--- src/rtl/core/ubd_pkg.sv ---
// shared types and codes for the utf-16 byte order mark detecting decoder
// no dependencies
package ubd_pkg;

  // byte order mode register codes
  localparam logic [1:0] MODE_DETECT = 2'd0;
  localparam logic [1:0] MODE_BIG    = 2'd1;
  localparam logic [1:0] MODE_LITTLE = 2'd2;

  // detector phase codes, 5..7 act as the initial phase
  localparam logic [2:0] PH_INIT   = 3'd0;
  localparam logic [2:0] PH_SAW_FE = 3'd1;
  localparam logic [2:0] PH_SAW_FF = 3'd2;
  localparam logic [2:0] PH_BIG    = 3'd3;
  localparam logic [2:0] PH_LITTLE = 3'd4;

  // reported order codes
  localparam logic [1:0] ORD_NONE   = 2'd0;
  localparam logic [1:0] ORD_BIG    = 2'd1;
  localparam logic [1:0] ORD_LITTLE = 2'd2;

  localparam logic [7:0] MARK_FE = 8'hfe;
  localparam logic [7:0] MARK_FF = 8'hff;

  typedef struct packed {
    logic [2:0] phase;
    logic       held_valid;
    logic [7:0] held_byte;
  } state_t;

  typedef struct packed {
    logic [1:0]  order_found;
    logic        truncated;
    logic        unit_valid;
    logic [15:0] code_unit;
  } result_t;

  localparam state_t STATE_CLEAR = '{phase: PH_INIT, held_valid: 1'b0, held_byte: 8'h00};

endpackage

--- src/rtl/core/ubd_step.sv ---
// one decoding step: mark detection, byte pairing and flush handling
// depends on ubd_pkg
module ubd_step (
  input  logic [1:0]      mode,
  input  ubd_pkg::state_t state,
  input  logic [7:0]      data_byte,
  input  logic            has_byte,
  input  logic            flush,
  output ubd_pkg::state_t state_next,
  output ubd_pkg::result_t result
);
  import ubd_pkg::*;

  logic [2:0]  ph;
  logic        do_pair;
  logic        little;
  logic        hv_use;
  logic [7:0]  hb_use;
  logic        hv;
  logic [7:0]  hb;
  logic [15:0] unit;
  logic        valid;
  logic [1:0]  order;
  logic        fixed_mode;

  assign fixed_mode = (mode == MODE_BIG) || (mode == MODE_LITTLE);

  always_comb begin
    ph      = state.phase;
    do_pair = 1'b0;
    little  = 1'b0;
    hv_use  = state.held_valid;
    hb_use  = state.held_byte;
    if (fixed_mode) begin
      do_pair = has_byte;
      little  = (mode == MODE_LITTLE);
    end else if (has_byte) begin
      unique case (state.phase)
        PH_SAW_FE, PH_SAW_FF: begin
          if (data_byte == ((state.phase == PH_SAW_FE) ? MARK_FF : MARK_FE)) begin
            ph = (state.phase == PH_SAW_FE) ? PH_BIG : PH_LITTLE;
          end else begin
            // broken mark: its first byte becomes the high byte
            ph      = PH_BIG;
            do_pair = 1'b1;
            hv_use  = 1'b1;
            hb_use  = (state.phase == PH_SAW_FE) ? MARK_FE : MARK_FF;
          end
        end
        PH_BIG: begin
          do_pair = 1'b1;
        end
        PH_LITTLE: begin
          do_pair = 1'b1;
          little  = 1'b1;
        end
        default: begin
          if (data_byte == MARK_FE) begin
            ph = PH_SAW_FE;
          end else if (data_byte == MARK_FF) begin
            ph = PH_SAW_FF;
          end else begin
            ph      = PH_BIG;
            do_pair = 1'b1;
          end
        end
      endcase
    end
  end

  always_comb begin
    hv    = state.held_valid;
    hb    = state.held_byte;
    unit  = 16'h0000;
    valid = 1'b0;
    if (do_pair) begin
      if (hv_use) begin
        unit  = little ? {data_byte, hb_use} : {hb_use, data_byte};
        valid = 1'b1;
        hv    = 1'b0;
        hb    = 8'h00;
      end else begin
        hv = 1'b1;
        hb = data_byte;
      end
    end
  end

  always_comb begin
    if (fixed_mode) begin
      order = (mode == MODE_LITTLE) ? ORD_LITTLE : ORD_BIG;
    end else if (ph == PH_BIG) begin
      order = ORD_BIG;
    end else if (ph == PH_LITTLE) begin
      order = ORD_LITTLE;
    end else begin
      order = ORD_NONE;
    end
  end

  always_comb begin
    result.code_unit   = unit;
    result.unit_valid  = valid;
    result.order_found = order;
    result.truncated   = flush && (hv || ph == PH_SAW_FE || ph == PH_SAW_FF);
    if (flush) begin
      state_next = STATE_CLEAR;
    end else begin
      state_next.phase      = ph;
      state_next.held_valid = hv;
      state_next.held_byte  = hb;
    end
  end

endmodule

--- src/rtl/core/utf16_bom_detect_byte_decoder.sv ---
// top level of the utf-16 byte order mark detecting decoder: input register,
// step logic, result register and the mode register
// depends on ubd_pkg and ubd_step
// a byte passes the input register and then the result register before its result shows on m_tvalid
// throughput: one byte per cycle while m_tready does not stall the result register; the phase and held byte
// registers feed the next step directly, so consecutive bytes need no gap
// reset (rst, synchronous): mode back to detect, detector to its initial state,
// both register stages empty
module utf16_bom_detect_byte_decoder (
  input  logic        clk,
  input  logic        rst,
  input  logic        s_tvalid,
  output logic        s_tready,
  input  logic [7:0]  s_tdata,   // [7:0] data_byte
  input  logic        s_tuser,   // [0] has_byte
  input  logic        s_tlast,   // flush
  output logic        m_tvalid,
  input  logic        m_tready,
  output logic [15:0] m_tdata,   // [15:0] code_unit
  output logic [3:0]  m_tuser,   // [0] unit_valid, [1] truncated, [3:2] order_found
  input  logic        cfg_valid,
  output logic        cfg_ready,
  input  logic [1:0]  cfg_data
);
  import ubd_pkg::*;

  logic [1:0] mode;
  state_t     state;
  state_t     state_next;
  result_t    result;
  logic       in_valid;
  logic [7:0] in_byte;
  logic       in_has;
  logic       in_flush;
  logic       advance;

  assign advance   = !m_tvalid || m_tready;
  assign s_tready  = !in_valid || advance;
  assign cfg_ready = !in_valid && !m_tvalid;

  ubd_step u_step (
    .mode       (mode),
    .state      (state),
    .data_byte  (in_byte),
    .has_byte   (in_has),
    .flush      (in_flush),
    .state_next (state_next),
    .result     (result)
  );

  always_ff @(posedge clk) begin
    if (rst) begin
      mode     <= MODE_DETECT;
      state    <= STATE_CLEAR;
      in_valid <= 1'b0;
      m_tvalid <= 1'b0;
    end else begin
      if (cfg_valid && cfg_ready) begin
        // a mode write also restarts detection
        mode  <= cfg_data;
        state <= STATE_CLEAR;
      end else if (in_valid && advance) begin
        state <= state_next;
      end
      if (s_tready) begin
        in_valid <= s_tvalid;
      end
      if (advance) begin
        m_tvalid <= in_valid;
      end
    end
  end

  always_ff @(posedge clk) begin
    if (s_tvalid && s_tready) begin
      in_byte  <= s_tdata;
      in_has   <= s_tuser;
      in_flush <= s_tlast;
    end
    if (in_valid && advance) begin
      m_tdata <= result.code_unit;
      m_tuser <= {result.order_found, result.truncated, result.unit_valid};
    end
  end

endmodule

--- config.mk ---
export PLATFORM = sky130hd
export DESIGN_NAME = utf16_bom_detect_byte_decoder
export DESIGN_NICKNAME = d
export VERILOG_FILES = /design/src/rtl/core/ubd_pkg.sv /design/src/rtl/core/ubd_step.sv /design/src/rtl/core/utf16_bom_detect_byte_decoder.sv
export SDC_FILE = /design/constraint.sdc
export NUM_CORES = 1
export LEC_CHECK = 0
export ABC_AREA = 0
export BUFFER_PORTS_ARGS = -buffer_cell sky130_fd_sc_hd__buf_2
export CAP_MARGIN = 20
export CORE_ASPECT_RATIO = 0.8
export CORE_MARGIN = 2
export CORE_UTILIZATION = 45
export DETAILED_ROUTE_END_ITERATION = 10
export PLACE_DENSITY = 0.69
export SETUP_SLACK_MARGIN = 0.02
export SLEW_MARGIN = 20
export SYNTH_ARGS = -nofsm -noshare
export SYNTH_HDL_FRONTEND = slang
export SYNTH_SLANG_ARGS = --single-unit
--- constraint.sdc ---
create_clock -name clk -period 2.65 [get_ports clk]
set_input_delay 0.53 -clock clk [delete_from_list [all_inputs] [get_ports clk]]
set_output_delay 0.53 -clock clk [all_outputs]
set_load 0.02 [all_outputs]
==> out/qor.txt, run 1 <==
hold buffer count at CTS -> 0
Slew HR -> 62.4%
final setup violation count -> 0
FMAX -> 456 MHz
Syn Area/Cell -> 11.1 um2
total power -> 1.40 mW
Worst Setup Start Kind -> register
Vias -> 1656
antenna viol nets, final -> 0
Post-Synthesis Cell Area -> 2270 um2
# H-tree levels -> 2
worst endpoint required time -> 2.70 ns
DR vias/cell -> 5.41
power density over the cells -> 547 nW/um2
commonest non-fill, non-tap cell in the layout -> buf_2
port buffer count -> 39
core area -> 4920 um2
max-cap viol count -> 0
CP max FO -> 6
largest net degree at the start of global routing -> 17
WL/cell -> 14.7 um
Initial Util -> 46.1%
number of enable flip-flop cells after synthesis -> 30
Tmin final -> 2.19 ns
TNS Setup -> 0 ns
height of the die -> 67.5 um
Ports -> 40
Synthesized Nets -> 223
instance count on the critical path -> 7
area grow syn2layout -> 13.2%
clk sink count -> 46
Slew @ Worst Pin -> 0.556 ns
RR Startpoint -> mode[0]
Initial DRC Count -> 215
Tcrit/Tclk final -> 82.7%
worst skew pair latency -> 0.30 ns
crit path launch -> mode[0]
slowest CP cell -> nor4b_1
initial antenna violation count -> 0
WP buf/inv -> 1
Worst EP arrival -> 2.24 ns
post_cts resized -> 0
Post-Syn Instances -> 205
fin nets -> 261
Final HPWL DP -> 3.34 mm
Die X -> 83.4 um
status -> complete, no violations
Pleak -> 0.901 nW
synthesized flop and latch total -> 46
most frequent cells in the layout -> buf_2 (39), nor2_1 (38), edfxtp_1 (30)
Clock Tree Root -> clkbuf_8
Worst setup EP type -> register
proportion of layout cells with a drive suffix above 1 -> 29.9%
Synthesis Warnings -> 0
ys flop type -> edfxtp_1
drt first pass iters -> 4
ys async rst share -> 0%
row count -> 23
count of cell types in the netlist -> 47
cells on worst reg2reg path -> 7
hold path depth -> 1
GRT Resource Usage Total -> 16.9%
Longest Clk Path Bufs -> 2
clk slew on worst S/H paths -> 0.09 ns
CP top delay family -> simple AND/OR/NAND/NOR gates
pins over their slew limit -> 0
n_diodes -> 0
hold_sp -> s_tlast
Num CTS Buffers -> 5
Post-CTS Setup Inserts -> 0
# DRC -> 0
RSZ-0062 raised after global routing -> false
GRT overflow -> 0
cell chain of the critical path -> inv_1 > ha_1 > nand2_1 > nor4b_1 > a211oi_2 > xnor2_1 > o22ai_1
pre-CTS WS -> 0.495 ns
Fin. Hold Viols -> 0
CTS tree -> built
critical path class -> register to register
RePlAce Congestion -> 0.794
post-route setup slack -> 0.457 ns
CP max stage delay -> 0.58 ns
HP Class -> input pin to register
WL final -> 4.51 mm
die area -> 5630 um2
Setup Skew -> 0.0122 ns
Seq/Total Area, Yosys -> 53.8%
maximum VDD drop -> 404 uV
first-pass GRT wire length -> 7.33 mm
vias in the first global route -> 1449
cell type report:
cell class	instances	area [um2]
Tap cell	62	77.6
Fill cell	456	2350
Clock inverter	3	21.3
Timing Repair Buffer	42	218
Sequential cell	46	1220
Clock buffer	5	68.8
Multi-Input combinational cell	141	936
Inverter	7	26.3
stage by stage:
stage	hold WS, ns	std cells	util (%)	area [um2]
after detailed placement	0.453	298	50.4	2480
after global routing	0.386	306	52.2	2570
final	0.401	306	52.2	2570
after CTS	0.393	306	52.2	2570
after global placement	0.445	298	50.4	2480
after floorplan	0.437	205	-	2270
layer usage:
layer,up-vias,routed length (um),track usage (%)
met5,-,0,0
met4,0,31,4.51
met3,5,397,5.75
met2,72,1770,22.8
met1,742,2300,25.6
li1,837,-,-
final timing paths:
path	to	slack, ns
worst min register to register	state[1]	0.47
worst max register to register	m_tuser[1]	0.46
worst min-delay path	in_flush	0.40
worst max-delay path	m_tuser[1]	0.46
state kept, by name, summed over array words and instances (netlist names):
name / cells
in_flush: 1
state: 12
m_tuser: 4
mode: 2
in_valid: 1
in_has: 1
m_tvalid: 1
in_byte: 8
m_tdata: 16
Yosys cell counts (2+ instances only):
cell,instances,share of area (%)
a211oi_1,8,2.6
a211oi_2,10,5.5
a21oi_1,13,2.9
a22oi_1,3,0.99
a31o_2,2,0.77
a31oi_1,3,0.83
and2_1,3,0.83
buf_2,2,0.44
buf_4,3,0.99
buf_6,4,2.0
clkbuf_1,2,0.33
dfxtp_1,16,14
edfxtp_1,30,40
inv_1,7,1.2
nand2_1,13,2.2
nand2b_1,2,0.55
nand3_1,3,0.66
nand4_1,9,2.5
nor2_1,38,6.3
nor2b_1,2,0.55
o21a_1,2,0.66
o21ai_0,3,0.66
o221ai_1,2,0.77
xnor2_1,2,0.77
where the power goes:
part,internal [mW],switching (mW)
clock,0.185,0.237
sequential,0.795,0.0239
combinational,0.0577,0.106
cells by family (layout without fill, tap and decap cells):
logic type	count (synthesis)	after routing	synth area share, %
XOR/XNOR	3	3	1.16
flip-flops	46	46	53.8
multiplexers	2	2	1.10
adder cells (fa/ha/maj)	1	1	0.551
buffers and inverters	18	57	4.91
AND/OR/NAND/NOR	79	79	16.7
AO/OA/AOI/OAI	56	56	21.7
Power figures use the tool's default switching activity.
==> run 2, diff against run 1 <==
Settings changed: PLACE_DENSITY 0.69 to 0.72.
Clock period 2.65 ns to 1.91 ns, I/O delays scaled along.
==> out/qor.txt, run 2 (synthesized netlist as in run 1, its figures left out) <==
status -> complete, but fails checks (was complete, no violations)
failing checks -> setup timing
RR Startpoint -> in_byte[0] (was mode[0])
HP Class -> input pin to register (unchanged)
fin nets -> 289 (was 261)
worst skew pair latency -> 0.30 ns (about the same)
Initial Util -> 46.1% (unchanged)
final setup violation count -> 10 (was 0)
Num CTS Buffers -> 5 (unchanged)
vias in the first global route -> 1583 (was 1449)
RSZ-0062 raised after global routing -> true (was false)
FMAX -> 518 MHz (was 456 MHz)
GRT overflow -> 0 (unchanged)
# H-tree levels -> 2 (unchanged)
cells on worst reg2reg path -> 6 (was 7)
WL/cell -> 15.2 um (was 14.7 um)
Die X -> 83.4 um (unchanged)
GRT Resource Usage Total -> 17.6% (was 16.9%)
largest net degree at the start of global routing -> 18 (was 17)
Longest Clk Path Bufs -> 2 (unchanged)
antenna viol nets, final -> 0 (unchanged)
Hold WS -> 0.259 ns (was 0.401 ns)
Slew @ Worst Pin -> 0.408 ns (was 0.556 ns)
pre-CTS WS -> -0.0361 ns (was 0.495 ns)
hold buffer count at CTS -> 0 (unchanged)
clk sink count -> 46 (unchanged)
WL final -> 5.06 mm (was 4.51 mm)
height of the die -> 67.5 um (unchanged)
pins over their slew limit -> 0 (unchanged)
Initial DRC Count -> 134 (was 215)
FF-to-FF End -> m_tdata[10] (was m_tuser[1])
Slew HR -> 72.8% (was 62.4%)
Vias -> 1828 (was 1656)
row count -> 23 (unchanged)
drt first pass iters -> 4 (unchanged)
first-pass GRT wire length -> 7.79 mm (was 7.33 mm)
Clock Tree Root -> clkbuf_8 (unchanged)
flop-to-flop setup slack -> -0.02 ns (was 0.46 ns)
Reg with most FFs -> m_tdata (unchanged)
Worst Setup Start Kind -> register (unchanged)
# DRC -> 0 (unchanged)
core area -> 4920 um2 (unchanged)
initial antenna violation count -> 0 (unchanged)
design area -> 3000 um2 (was 2570 um2)
clk slew on worst S/H paths -> 0.09 ns (about the same)
n_diodes -> 0 (unchanged)
total power -> 2.17 mW (was 1.40 mW)
largest registers in the final layout -> m_tdata x16, state x12, in_byte x8 (unchanged)
hold path depth -> 1 (unchanged)
Tcrit/Tclk final -> 101% (was 82.7%)
maximum VDD drop -> 606 uV (was 404 uV)
Post-DP Area -> 2680 um2 (was 2480 um2)
critical path class -> register to register (unchanged)
max-cap viol count -> 0 (unchanged)
port buffer count -> 39 (unchanged)
Final HPWL DP -> 3.30 mm (was 3.34 mm)
CP max FO -> 8 (was 6)
hold_sp -> s_tdata[0] (was s_tlast)
area grow syn2layout -> 32.3% (was 13.2%)
Pleak -> 1.10 nW (was 0.901 nW)
proportion of layout cells with a drive suffix above 1 -> 47.8% (was 29.9%)
Ports -> 40 (unchanged)
die area -> 5630 um2 (unchanged)
DR vias/cell -> 5.47 (was 5.41)
Worst setup EP type -> register (unchanged)
CTS tree -> built (unchanged)
commonest non-fill, non-tap cell in the layout -> buf_2 (unchanged)
max reg flops -> 16 (unchanged)
Tmin final -> 1.93 ns (was 2.19 ns)
RePlAce Congestion -> 0.966 (was 0.794)
Fin. Hold Viols -> 0 (unchanged)
Worst EP arrival -> 1.98 ns (was 2.24 ns)
most frequent cells in the layout -> buf_2 (39), nor2_1 (37), edfxtp_1 (30) (was buf_2 (39), nor2_1 (38), edfxtp_1 (30))
power density over the cells -> 724 nW/um2 (was 547 nW/um2)
Setup Skew -> 0.0111 ns (was 0.0122 ns)
post-route setup slack -> -0.0204 ns (was 0.457 ns)
hold endpoint -> in_byte[0] (was in_flush)
worst endpoint required time -> 1.96 ns (was 2.70 ns)
## run 2: changes by cell type in the layout (fill, tap and decap cells not counted), sizes merged
cell      before  now
buf           42   70
bufinv         0    1
clkinv         2    1
clkinvlp       1    0
inv            7    8
## run 2: timing repair
action                     CTS  global route
gates cloned                 1             0
setup endpoints to repair   22            28
buffers inserted             6             1
gates resized for setup      4            27
pin swaps                    5            17
## run 2: layout make-up
| type | instances | area, um2 |
|---|---|---|
| fillers | 398 | 1920 |
| flip-flops and latches | 46 | 1230 |
| multi-input cells | 141 | 1070 |
| repair buffers | 70 | 489 |
| well taps | 62 | 77.6 |
| clock buffers | 5 | 68.8 |
| clock inverters | 3 | 43.8 |
| inverters | 7 | 26.3 |
## run 2: critical path: stages, from the launching register on
cell,delay (ns)
edfxtp_1,0.51
mux2_4,0.34
o211a_4,0.24
or2_4,0.27
o21ai_4,0.11
buf_12,0.17
a211oi_1,0.05
## run 2: worst max-delay path by stage
stage,endpoint,slack (ns),start
after detailed placement,m_tdata[11],-0.04,state[10]
final,m_tdata[10],-0.02,in_byte[0]
after CTS,m_tdata[9],0.01,in_byte[0]
after global routing,m_tdata[10],-0.05,in_byte[0]
after floorplan,m_tdata[14],0.05,in_byte[0]
after global placement,m_tdata[11],-0.02,state[10]
## run 2: per-stage QoR
step / TNS [ns] / util, % / instances
2_1_floorplan: 0 / - / 205
3_3_place_gp: -0.0185 / 54.5 / 318
3_5_place_dp: -0.0920 / 54.5 / 318
4_1_cts: 0 / 58.6 / 333
5_1_grt: -0.612 / 61.0 / 334
6_report: -0.0763 / 61.0 / 334
## run 2: power by group
| group | leakage [nW] | switching, mW | internal [mW] |
|---|---|---|---|
| clock | 0.0585 | 0.336 | 0.392 |
| sequential | 0.416 | 0.0254 | 1.10 |
| combinational | 0.628 | 0.182 | 0.134 |
## run 2: routing by layer
layer / routed length [um] / vias to the layer above / track usage (%)
met5: 0 / - / 0
met4: 8 / 0 / 2.46
met2: 2310 / 78 / 26.0
met3: 351 / 2 / 5.50
met1: 2390 / 854 / 26.0
li1: - / 894 / -
